$ cat config.mk
export PLATFORM = sky130hd
export DESIGN_NAME = pressure_to_flow_interpolator_top
export DESIGN_NICKNAME = d
export VERILOG_FILES = /design/src/hdl/pfi_pkg.sv /design/src/hdl/pfi_segment_select.sv /design/src/hdl/pfi_segment_eval.sv /design/src/hdl/pressure_to_flow_interpolator_top.sv
export SDC_FILE = /design/constraint.sdc
export NUM_CORES = 1
export LEC_CHECK = 0
export ABC_AREA = 0
export BUFFER_PORTS_ARGS = -buffer_cell sky130_fd_sc_hd__buf_4
export CAP_MARGIN = 10
export CORE_MARGIN = 1.5
export CORE_UTILIZATION = 55
export CTS_BUF_LIST = sky130_fd_sc_hd__clkbuf_4
export DETAILED_ROUTE_END_ITERATION = 6
export GPL_TIMING_DRIVEN = 0
export PLACE_DENSITY = 0.72
export SLEW_MARGIN = 30
export SYNTH_ARGS = -nofsm -noshare
export SYNTH_HDL_FRONTEND = slang
export SYNTH_SLANG_ARGS = --single-unit
$ cat constraint.sdc
create_clock -name clk -period 14.6 [get_ports clk]
set_clock_uncertainty 0.2 [all_clocks]
set_input_delay 2.92 -clock clk [delete_from_list [all_inputs] [get_ports clk]]
set_output_delay 2.92 -clock clk [all_outputs]
set_load 0.005 [all_outputs]
$ cat src/hdl/pfi_pkg.sv
// ----------------------------------------------------------------------------
// pfi_pkg
// Shared types, fixed-point formats and calibration tables for the
// pressure-to-flow interpolator.
// ----------------------------------------------------------------------------
package pfi_pkg;

    localparam int TABLE_POINTS  = 6;
    localparam int FRACTION_BITS = 8;

    localparam int CAL_POINTS = 6;
    localparam int MAX_POINTS = 16;
    localparam int SLOPE_BITS = 16;

    // Points actually used: the clamped table size, never more than the calibration set.
    localparam int NPTS = (TABLE_POINTS < 2) ? 2 :
                          ((TABLE_POINTS > MAX_POINTS) ? MAX_POINTS : TABLE_POINTS);
    localparam int NUSE = (NPTS < CAL_POINTS) ? NPTS : CAL_POINTS;

    // Breakpoint pressures stay below 128 cmH2O and flows below 256 L/min.
    localparam int PT_W   = 7 + FRACTION_BITS;
    localparam int FL_W   = 8 + FRACTION_BITS;
    localparam int SL_W   = 20;
    localparam int CMP_W  = 17 + FRACTION_BITS;
    localparam int PROD_W = PT_W + SL_W;
    localparam int SUM_W  = PROD_W + 1;

    localparam int PRESSURE_W = 16;
    localparam int FLOW_W     = 16;

    typedef enum logic [1:0] {
        PATIENT_ADULT     = 2'd0,
        PATIENT_PEDIATRIC = 2'd1,
        PATIENT_NEONATAL  = 2'd2,
        PATIENT_INVALID   = 2'd3
    } patient_t;

    typedef enum logic {
        STATUS_OK        = 1'b0,
        STATUS_BAD_PARAM = 1'b1
    } status_t;

    typedef struct packed {
        logic [1:0]                   patient_type;
        logic signed [PRESSURE_W-1:0] pressure;
    } sample_word_t;

    typedef struct packed {
        logic [FLOW_W-1:0] flow;
        logic              status;
    } result_word_t;

    // Segment chosen for one sample, handed from the selector to the evaluator.
    typedef struct packed {
        logic [FL_W-1:0] f0;
        logic [SL_W-1:0] slope;
        logic [PT_W-1:0] off;
        logic            error;
    } seg_t;

    // Calibration: pressure in hundredths of a cmH2O, flow in tenths of a L/min.
    localparam int unsigned ADULT_P_RAW [CAL_POINTS] = '{107, 514, 1139, 2456, 3898, 4934};
    localparam int unsigned ADULT_F_RAW [CAL_POINTS] = '{104, 395, 606, 905, 1173, 1338};
    localparam int unsigned NEO_P_RAW   [CAL_POINTS] = '{342, 561, 1008, 2126, 5134, 7675};
    localparam int unsigned NEO_F_RAW   [CAL_POINTS] = '{11, 64, 141, 262, 466, 569};

    function automatic int unsigned fix_hundredths(input int unsigned v);
        return ((v << FRACTION_BITS) + 32'd50) / 32'd100;
    endfunction

    function automatic int unsigned fix_tenths(input int unsigned v);
        return ((v << FRACTION_BITS) + 32'd5) / 32'd10;
    endfunction

    localparam int unsigned ADULT_PT [CAL_POINTS] = '{
        fix_hundredths(ADULT_P_RAW[0]), fix_hundredths(ADULT_P_RAW[1]),
        fix_hundredths(ADULT_P_RAW[2]), fix_hundredths(ADULT_P_RAW[3]),
        fix_hundredths(ADULT_P_RAW[4]), fix_hundredths(ADULT_P_RAW[5])};
    localparam int unsigned ADULT_FT [CAL_POINTS] = '{
        fix_tenths(ADULT_F_RAW[0]), fix_tenths(ADULT_F_RAW[1]),
        fix_tenths(ADULT_F_RAW[2]), fix_tenths(ADULT_F_RAW[3]),
        fix_tenths(ADULT_F_RAW[4]), fix_tenths(ADULT_F_RAW[5])};
    localparam int unsigned NEO_PT [CAL_POINTS] = '{
        fix_hundredths(NEO_P_RAW[0]), fix_hundredths(NEO_P_RAW[1]),
        fix_hundredths(NEO_P_RAW[2]), fix_hundredths(NEO_P_RAW[3]),
        fix_hundredths(NEO_P_RAW[4]), fix_hundredths(NEO_P_RAW[5])};
    localparam int unsigned NEO_FT [CAL_POINTS] = '{
        fix_tenths(NEO_F_RAW[0]), fix_tenths(NEO_F_RAW[1]),
        fix_tenths(NEO_F_RAW[2]), fix_tenths(NEO_F_RAW[3]),
        fix_tenths(NEO_F_RAW[4]), fix_tenths(NEO_F_RAW[5])};

    // Segment slopes in Q16 flow units per pressure unit, rounded half up.
    localparam longint ADULT_SLOPE [CAL_POINTS-1] = '{
        ((longint'(ADULT_FT[1] - ADULT_FT[0]) << SLOPE_BITS) + (ADULT_PT[1] - ADULT_PT[0]) / 2)
            / longint'(ADULT_PT[1] - ADULT_PT[0]),
        ((longint'(ADULT_FT[2] - ADULT_FT[1]) << SLOPE_BITS) + (ADULT_PT[2] - ADULT_PT[1]) / 2)
            / longint'(ADULT_PT[2] - ADULT_PT[1]),
        ((longint'(ADULT_FT[3] - ADULT_FT[2]) << SLOPE_BITS) + (ADULT_PT[3] - ADULT_PT[2]) / 2)
            / longint'(ADULT_PT[3] - ADULT_PT[2]),
        ((longint'(ADULT_FT[4] - ADULT_FT[3]) << SLOPE_BITS) + (ADULT_PT[4] - ADULT_PT[3]) / 2)
            / longint'(ADULT_PT[4] - ADULT_PT[3]),
        ((longint'(ADULT_FT[5] - ADULT_FT[4]) << SLOPE_BITS) + (ADULT_PT[5] - ADULT_PT[4]) / 2)
            / longint'(ADULT_PT[5] - ADULT_PT[4])};
    localparam longint NEO_SLOPE [CAL_POINTS-1] = '{
        ((longint'(NEO_FT[1] - NEO_FT[0]) << SLOPE_BITS) + (NEO_PT[1] - NEO_PT[0]) / 2)
            / longint'(NEO_PT[1] - NEO_PT[0]),
        ((longint'(NEO_FT[2] - NEO_FT[1]) << SLOPE_BITS) + (NEO_PT[2] - NEO_PT[1]) / 2)
            / longint'(NEO_PT[2] - NEO_PT[1]),
        ((longint'(NEO_FT[3] - NEO_FT[2]) << SLOPE_BITS) + (NEO_PT[3] - NEO_PT[2]) / 2)
            / longint'(NEO_PT[3] - NEO_PT[2]),
        ((longint'(NEO_FT[4] - NEO_FT[3]) << SLOPE_BITS) + (NEO_PT[4] - NEO_PT[3]) / 2)
            / longint'(NEO_PT[4] - NEO_PT[3]),
        ((longint'(NEO_FT[5] - NEO_FT[4]) << SLOPE_BITS) + (NEO_PT[5] - NEO_PT[4]) / 2)
            / longint'(NEO_PT[5] - NEO_PT[4])};

endpackage

$ cat src/hdl/pfi_segment_select.sv
// ----------------------------------------------------------------------------
// pfi_segment_select
// Compares one pressure against every breakpoint of the chosen table in
// parallel and returns the start flow, slope and offset of its segment.
// ----------------------------------------------------------------------------
module pfi_segment_select (
    input  pfi_pkg::sample_word_t sample_word,
    output pfi_pkg::seg_t         seg
);
    import pfi_pkg::*;

    logic                    neo;
    logic signed [CMP_W-1:0] p_ext;
    logic signed [CMP_W-1:0] bp    [CAL_POINTS];
    logic [FL_W-1:0]         fl    [CAL_POINTS];
    logic [SL_W-1:0]         sl    [CAL_POINTS-1];
    logic [PT_W-1:0]         offs  [CAL_POINTS-1];

    assign neo   = (sample_word.patient_type == PATIENT_NEONATAL);
    assign p_ext = CMP_W'(sample_word.pressure);

    always_comb
    begin
        for (int i = 0; i < CAL_POINTS; i++)
        begin
            bp[i] = neo ? CMP_W'(PT_W'(NEO_PT[i])) : CMP_W'(PT_W'(ADULT_PT[i]));
            fl[i] = neo ? FL_W'(NEO_FT[i]) : FL_W'(ADULT_FT[i]);
        end
        for (int i = 0; i < CAL_POINTS - 1; i++)
        begin
            sl[i]   = neo ? SL_W'(NEO_SLOPE[i]) : SL_W'(ADULT_SLOPE[i]);
            offs[i] = PT_W'(p_ext - bp[i]);
        end
    end

    always_comb
    begin
        // Above the last breakpoint the flow holds at the last table value.
        seg.f0    = fl[NUSE-1];
        seg.slope = '0;
        seg.off   = '0;
        seg.error = 1'b0;
        // Walk down so that the lowest breakpoint at or above the pressure wins.
        for (int i = NUSE - 1; i >= 1; i--)
        begin
            if (p_ext <= bp[i])
            begin
                seg.f0    = fl[i-1];
                seg.slope = sl[i-1];
                seg.off   = offs[i-1];
            end
        end
        if (p_ext <= bp[0])
        begin
            seg.f0    = fl[0];
            seg.slope = '0;
            seg.off   = '0;
        end
        if (sample_word.patient_type == PATIENT_INVALID)
        begin
            seg.f0    = '0;
            seg.slope = '0;
            seg.off   = '0;
            seg.error = 1'b1;
        end
    end

endmodule

$ cat src/hdl/pfi_segment_eval.sv
// ----------------------------------------------------------------------------
// pfi_segment_eval
// Evaluates the selected segment: one multiply, a rounding shift, the add of
// the start flow, saturation to the output width, or zero flow on error.
// ----------------------------------------------------------------------------
module pfi_segment_eval (
    input  pfi_pkg::seg_t        seg,
    output pfi_pkg::result_word_t result_word
);
    import pfi_pkg::*;

    localparam logic [SUM_W-1:0] ROUND_HALF = SUM_W'(1) << (SLOPE_BITS - 1);
    localparam logic [SUM_W-1:0] FLOW_MAX   = SUM_W'({FLOW_W{1'b1}});

    logic [PROD_W-1:0] prod;
    logic [SUM_W-1:0]  rounded;
    logic [SUM_W-1:0]  sum;

    assign prod    = PROD_W'(seg.off) * PROD_W'(seg.slope);
    assign rounded = (SUM_W'(prod) + ROUND_HALF) >> SLOPE_BITS;
    assign sum     = rounded + SUM_W'(seg.f0);

    always_comb
    begin
        if (seg.error)
        begin
            result_word.flow   = '0;
            result_word.status = STATUS_BAD_PARAM;
        end
        else
        begin
            result_word.flow   = (sum > FLOW_MAX) ? {FLOW_W{1'b1}} : sum[FLOW_W-1:0];
            result_word.status = STATUS_OK;
        end
    end

endmodule

$ cat src/hdl/pressure_to_flow_interpolator_top.sv
// ----------------------------------------------------------------------------
// pressure_to_flow_interpolator_top
// Converts pressure samples to flow through a piecewise linear calibration.
// ----------------------------------------------------------------------------
// The block takes one sample word per clock and returns one result word per
// sample, in order, via the sample register and then the result register.
// Throughput is one sample per cycle while the result side is ready, set by
// the single pass from the sample register through the parallel breakpoint
// compares and the one segment multiply into the result register. A stalled
// result holds in the result register while the sample register still takes
// one more word, and the sample side only backs up when both are full.
module pressure_to_flow_interpolator_top (
    input  logic                  clk,
    input  logic                  rst_n,
    input  logic                  sample_valid,
    output logic                  sample_ready,
    input  pfi_pkg::sample_word_t sample,
    output logic                  result_valid,
    input  logic                  result_ready,
    output pfi_pkg::result_word_t result
);
    import pfi_pkg::*;

    logic         in_valid_reg;
    sample_word_t in_word_reg;
    logic         out_valid_reg;
    result_word_t out_word_reg;
    logic         advance;
    seg_t         seg;
    result_word_t result_next;

    assign advance      = !out_valid_reg || result_ready;
    assign sample_ready = !in_valid_reg || advance;

    pfi_segment_select u_select (
        .sample_word (in_word_reg),
        .seg         (seg)
    );

    pfi_segment_eval u_eval (
        .seg         (seg),
        .result_word (result_next)
    );

    always_ff @(posedge clk or negedge rst_n)
    begin
        if (!rst_n)
        begin
            in_valid_reg  <= 1'b0;
            out_valid_reg <= 1'b0;
        end
        else
        begin
            if (sample_ready)
            begin
                in_valid_reg <= sample_valid;
            end
            if (advance)
            begin
                out_valid_reg <= in_valid_reg;
            end
        end
    end

    always_ff @(posedge clk)
    begin
        if (sample_ready && sample_valid)
        begin
            in_word_reg <= sample;
        end
        if (advance && in_valid_reg)
        begin
            out_word_reg <= result_next;
        end
    end

    assign result_valid = out_valid_reg;
    assign result       = out_word_reg;

endmodule

==> results_dict.tcl, run 1 <==
set metrics [dict create \
    outcome "complete, no violations" \
    synth_most_common_cell "inv_1" \
    slowest_delay_ns 0.59 \
    hold_viol 0 \
    yosysTopAreaCell "fa_1" \
    tightest_slew_ns 1.20 \
    grt_max_degree 27 \
    syn_to_final_growth_pct 6.84 \
    wl_um 47300 \
    track_usage_pct 35.3 \
    yosysWarningCount 0 \
    critPathBufInv 11 \
    io_pins 41 \
    worstPathArrival_ns 13.92 \
    rsz0062_at_grt "false" \
    avgSynthCellArea_um2 8.44 \
    yosysUniqueCellTypes 81 \
    path_max_fanout 19 \
    numClockSinks 37 \
    p_leak_nw 7.70 \
    num_rows 59 \
    placedCellCount 2119 \
    clock-root-buffer "clkbuf_4" \
    ctsLongestPathBuffers 2 \
    drt_iter0_markers 1649 \
    ir_drop_v 0.000119 \
    ant_nets 0 \
    drcViolationCount 0 \
    synth_ff_type "edfxtp_1" \
    post-route-period-util_pct 96.0 \
    min_from "in_valid_reg" \
    yosysSeqAreaShare_pct 7.52 \
    crit_path_frequent_cell "fa_1" \
    slew_violations 0 \
    synth_cells 1736 \
    final_cells 2128 \
    clk_pin_slew_worst_paths_ns 0.13 \
    critical_path_class "register to register" \
    largest_reg_flops 18 \
    antenna_cells 0 \
    gp_congestion 1.08 \
    cts-buffers-inserted 5 \
    dr.pass1.iters 6 \
    fmax_mhz 71.4 \
    overflow 0 \
    synth_area_um2 14600 \
    tritoncts "yes" \
    cap_violations 0 \
    routed_via_density 6.28 \
    finalNetCount 2212 \
    cp_top_family "adder cells" \
    p_per_area_nw_per_um2 96.9 \
    ys_top_cells_by_area "fa_1, ha_1, edfxtp_1" \
    endpoint_kind "register" \
    synth_top_area_share_pct 30.5 \
    setup.worst_path.start_class "register" \
    start_util_pct 56.1 \
    setup_viol 0 \
    clkLatencyLatePin_ns 0.41 \
    dieArea_um2 27600 \
    rr_startpoint "in_word_reg[17]" \
    synth-seq-cells 37 \
    core_um2 26100 \
    grt_pass1_wl_um 75100 \
    die_width_um 166 \
    htreeDepth 2 \
    async_flop_share_pct 5.41 \
    netlist_top_cells_count "inv_1, fa_1, nand2_1" \
    drive_above_1_share_pct 7.25 \
    hold_path.class "register to register" \
    crit_required_ns 14.51 \
    io_buffers 40 \
    dp_hpwl_um 38600 \
    first_global_vias 13500 \
    setup_tns_ns 0 \
    post-route-min-period_ns 14.01 \
    slew-limit-headroom_pct 19.8 \
    avgRoutedWirePerCell_um 22.2 \
    synth_edf_count 35 \
    die_y_um 166 \
    crit_start "in_word_reg[17]" \
    antenna_found_initial 0 \
    vias 13400 \
    cp_slowest_cell "buf_1" \
]
## repair_timing
item                       in CTS  in global routing
setup buffers                   0                  2
setup endpoints to repair      16                 16
hold buffers                    0                  0
gates resized for setup         7                 37
pin swaps                       0                  1
gates cloned                    0                  0
hold endpoints to repair        0                  0
## worst register-to-register path: cells and delay by family, from the launching register on
family          cells  cell delay [ns]
buf+inv            11             3.14
simple gates        9             1.32
mux                 1             0.30
fa+ha+maj           9             4.14
xor+xnor            1             0.45
compound gates     15             3.75
flops               1             0.40
## report_power, final
group | internal [mW] | switching, mW | total [mW]
Sequential | 0.152 | 0.0125 | 0.165
Clock | 0.0529 | 0.0419 | 0.0948
Combinational | 0.473 | 0.784 | 1.26
Total | 0.679 | 0.838 | 1.52
## cell usage in the layout (no fill, tap or decap), types with 9 or more instances in the layout
cell      Yosys  final
o21a_1       14     14
nor4_1       11     11
clkbuf_2      1     13
xor2_1       29     29
nand2b_1     26     26
fa_1        223    223
a221o_1       9      9
a21oi_1      85     84
a31oi_1      10     10
a41oi_2      11     11
inv_1       268    268
a221oi_1      9      9
nand4_1       9      9
a211oi_1     10      9
o21ai_0      71     66
a41oi_1       9      9
nor2_1      157    156
clkbuf_1     60     47
nor2b_1      16     16
and3_1        9      9
buf_4         2     47
a21o_1       38     38
edfxtp_1     35     35
nand2_1     189    186
xnor2_1      28     27
ha_1        175    175
o21bai_1      9      9
nand3_1      25     25
nor3_1       31     29
and2_1       33     33
a211o_1      11     10
## layer usage
metal  wire length (um)  share of wire [%]  track usage [%]
met2              20900                 44             54.7
met4               2960                6.3             19.1
met5                  0                  0                0
met1              17900                 38             46.8
met3               5590                 12             6.89
## cell families (layout without fill, tap and decap cells)
| kind of cell | after synthesis | count (layout) | share of synthesized area [%] |
|---|---|---|---|
| flops | 37 | 37 | 7.52 |
| compound gates | 348 | 348 | 16.9 |
| mux | 3 | 3 | 0.205 |
| other cells | 2 | 6 | 0.0513 |
| buf+inv | 345 | 398 | 8.99 |
| fa+ha+maj | 398 | 398 | 45.4 |
| simple gates | 546 | 546 | 17.5 |
| xor+xnor | 57 | 57 | 3.41 |
## final cells by class
| type | instances | area, um^2 |
|---|---|---|
| inverters | 271 | 1020 |
| flip-flops and latches | 37 | 1100 |
| plain buffers | 73 | 314 |
| well taps | 335 | 419 |
| clock buffers | 5 | 37.5 |
| repair buffers | 46 | 357 |
| fillers | 2355 | 10500 |
| multi-input cells | 1358 | 12300 |
| clock inverters | 3 | 65.1 |
## final timing paths
path | end | slack [ns] | cells after the start
max in group asynchronous | in_valid_reg | 12.05 | 1
hold / removal | result_valid | 0.31 | 1
min in group asynchronous | result_valid | 2.07 | 1
hold reg to reg | result_valid | 0.31 | 1
setup / recovery | result[11] | 0.59 | 46
setup reg to reg | result[11] | 0.59 | 46
## per-stage QoR
stage / hold WS, ns / area, um^2 / setup WS [ns] / utilization, % / power (mW)
after floorplan: 0.249 / 14700 / 2.23 / - / 1.01
after global placement: 0.270 / 15400 / -1.75 / 58.9 / 1.36
after detailed placement: 0.281 / 15400 / -0.350 / 59.1 / 1.38
after CTS: 0.322 / 15600 / 0.0620 / 59.6 / 1.50
after global routing: 0.346 / 15700 / 0.0621 / 59.9 / 1.65
final: 0.312 / 15700 / 0.591 / 59.9 / 1.52
Note: power is estimated with default switching activity, not from simulation.
==> run 2: changes to the inputs <==
CORE_UTILIZATION = 25   (was 55)
PLACE_DENSITY = default   (was 0.72)
==> run 2 against run 1 <==
Utilization shrank 32 points. Register-to-register slack lost 0.09 ns. Design area grew 3.7%. Via count shrank 0.76%. First-iteration DRC count shrank 24%. Non-clock buffer count grew 5. Wire length grew 8.8%. Critical path type unchanged. Critical endpoint is now result[13].
==> results_dict.tcl, run 2 (synthesized netlist as in run 1, its figures left out) <==
set metrics [dict create \
    largest_reg_flops 18 \
    routed_via_density 5.18 \
    cts-buffers-inserted 5 \
    ir_drop_v 0.0000979 \
    drcViolationCount 0 \
    clkLatencyLatePin_ns 0.39 \
    endpoint_kind "register" \
    crit_required_ns 14.50 \
    hold_viol 0 \
    die_y_um 245 \
    tritoncts "yes" \
    swShare_pct 55.8 \
    die_width_um 245 \
    final_cell_mix "inv_1, fa_1, nand2_1, ha_1, nor2_1" \
    finalNetCount 2217 \
    dieArea_um2 60100 \
    core_um2 57800 \
    drt_iter0_markers 1253 \
    worstHoldPathCells 1 \
    ctsLongestPathBuffers 2 \
    dr.pass1.iters 5 \
    worstPathArrival_ns 14.00 \
    crit_path_frequent_cell "fa_1" \
    setup_ws_ns 0.504 \
    cts_hold_buffers 0 \
    r2r_setup_slack_ns 0.50 \
    critical_path_class "register to register" \
    vias 13300 \
    power_switching_mw 0.836 \
    cp_slowest_cell "fa_1" \
    num_rows 88 \
    comb_power_share_pct 83.9 \
    first_global_vias 14000 \
    grt_max_degree 27 \
    outcome "complete, no violations" \
    slew_violations 0 \
    final_common_cell "inv_1" \
    avgRoutedWirePerCell_um 20.1 \
    wl_um 51500 \
    intPower_mw 0.661 \
    slew-limit-headroom_pct 28.0 \
    io_pins 41 \
    dp_slack_ns -0.668 \
    rr_startpoint "in_word_reg[17]" \
    setup.worst_path.start_class "register" \
    overflow 0 \
    grt_pass1_wl_um 81300 \
    min_from "in_valid_reg" \
    r2r-end "result[13]" \
    setup_viol 0 \
    p_leak_nw 7.71 \
    gp_congestion 1.01 \
    fmax_mhz 70.9 \
    post-route-util_pct 28.1 \
    dp_hpwl_um 42400 \
    track_usage_pct 17.5 \
    slowest_delay_ns 0.56 \
    seqPwrFrac_pct 11.0 \
    htreeDepth 2 \
    setup_tns_ns 0 \
    hold_path.class "register to register" \
    antenna_found_initial 1 \
    reg2regPathDepth 50 \
    path_max_fanout 17 \
    clock-root-buffer "clkbuf_4" \
    cap_violations 0 \
    ant_nets 0 \
    clk_pin_slew_worst_paths_ns 0.11 \
    clkPwrFrac_pct 5.1 \
    p_per_area_nw_per_um2 92.3 \
    tightest_slew_ns 1.07 \
    min_to "result_valid" \
    io_buffers 40 \
    start_util_pct 25.3 \
    post-route-min-period_ns 14.10 \
    post-route-period-util_pct 96.5 \
    syn_to_final_growth_pct 10.8 \
    nFillCells 6209 \
    drive_above_1_share_pct 7.45 \
    numClockSinks 37 \
]
-- run 2: cell types whose count changed in the layout (fill, tap and decap cells not counted), sizes merged --
cell           previous run  this run
buf                      58        62
clkdlybuf4s15             1         0
diode                     0         1
bufinv                    2         1
clkbuf                   65        68
-- run 2: routing by layer --
layer,wire [um],global-route usage (%)
met5,0,0
met4,1670,5.34
met3,3920,2.61
met2,23300,28.6
met1,22600,23.6
-- run 2: layout make-up --
class | count | area (um^2) | share of cell area (%)
multi-input cells | 1358 | 12300 | 76.1
flip-flops and latches | 37 | 1100 | 6.79
inverters | 271 | 1020 | 6.28
well taps | 765 | 957 | 5.90
repair buffers | 50 | 399 | 2.46
plain buffers | 74 | 319 | 1.97
clock buffers | 6 | 45.0 | 0.278
clock inverters | 2 | 33.8 | 0.208
diodes | 1 | 2.50 | 0.0154
-- run 2: metrics by stage --
stage | instance area (um^2) | total power, mW | cells | hold slack (ns)
2_1_floorplan | 14700 | 1.01 | 1740 | 0.249
3_3_place_gp | 15900 | 1.38 | 2545 | 0.270
3_5_place_dp | 16000 | 1.39 | 2549 | 0.304
4_1_cts | 16100 | 1.49 | 2557 | 0.335
5_1_grt | 16200 | 1.65 | 2564 | 0.353
6_report | 16200 | 1.50 | 2564 | 0.317
-- run 2: power by group through the flow --
stage	Clock (mW)	Combinational (mW)	Sequential [mW]
floorplan	0	0.847	0.164
global placement	0	1.21	0.167
detailed placement	0	1.23	0.165
CTS	0.0792	1.24	0.164
global route	0.0826	1.40	0.166
finish	0.0763	1.26	0.164
-- run 2: timing repair --
item | in CTS | in global routing
setup endpoints to repair | 16 | 16
setup buffers | 0 | 4
gates resized for setup | 13 | 25
hold endpoints to repair | 0 | 0
pin swaps | 0 | 1
-- run 2: worst max-delay path by stage --
stage | start | end | slack [ns] | cells past startpoint
2_1_floorplan | in_word_reg[17] | result[10] | 2.23 | 49
3_3_place_gp | in_word_reg[17] | result[7] | -1.77 | 46
3_5_place_dp | in_word_reg[17] | result[11] | -0.67 | 47
4_1_cts | in_word_reg[17] | result[13] | 0.02 | 50
5_1_grt | in_word_reg[17] | result[13] | -0.002 | 49
6_report | in_word_reg[17] | result[13] | 0.50 | 50
-- run 2: critical path: cells and delay by family (launching register included) --
| kind | cells | cell delay (ns) |
|---|---|---|
| compound gates | 17 | 4.47 |
| fa+ha+maj | 9 | 4.25 |
| buf+inv | 13 | 2.58 |
| simple gates | 9 | 1.20 |
| xor+xnor | 1 | 0.43 |
| flops | 1 | 0.37 |
| mux | 1 | 0.25 |
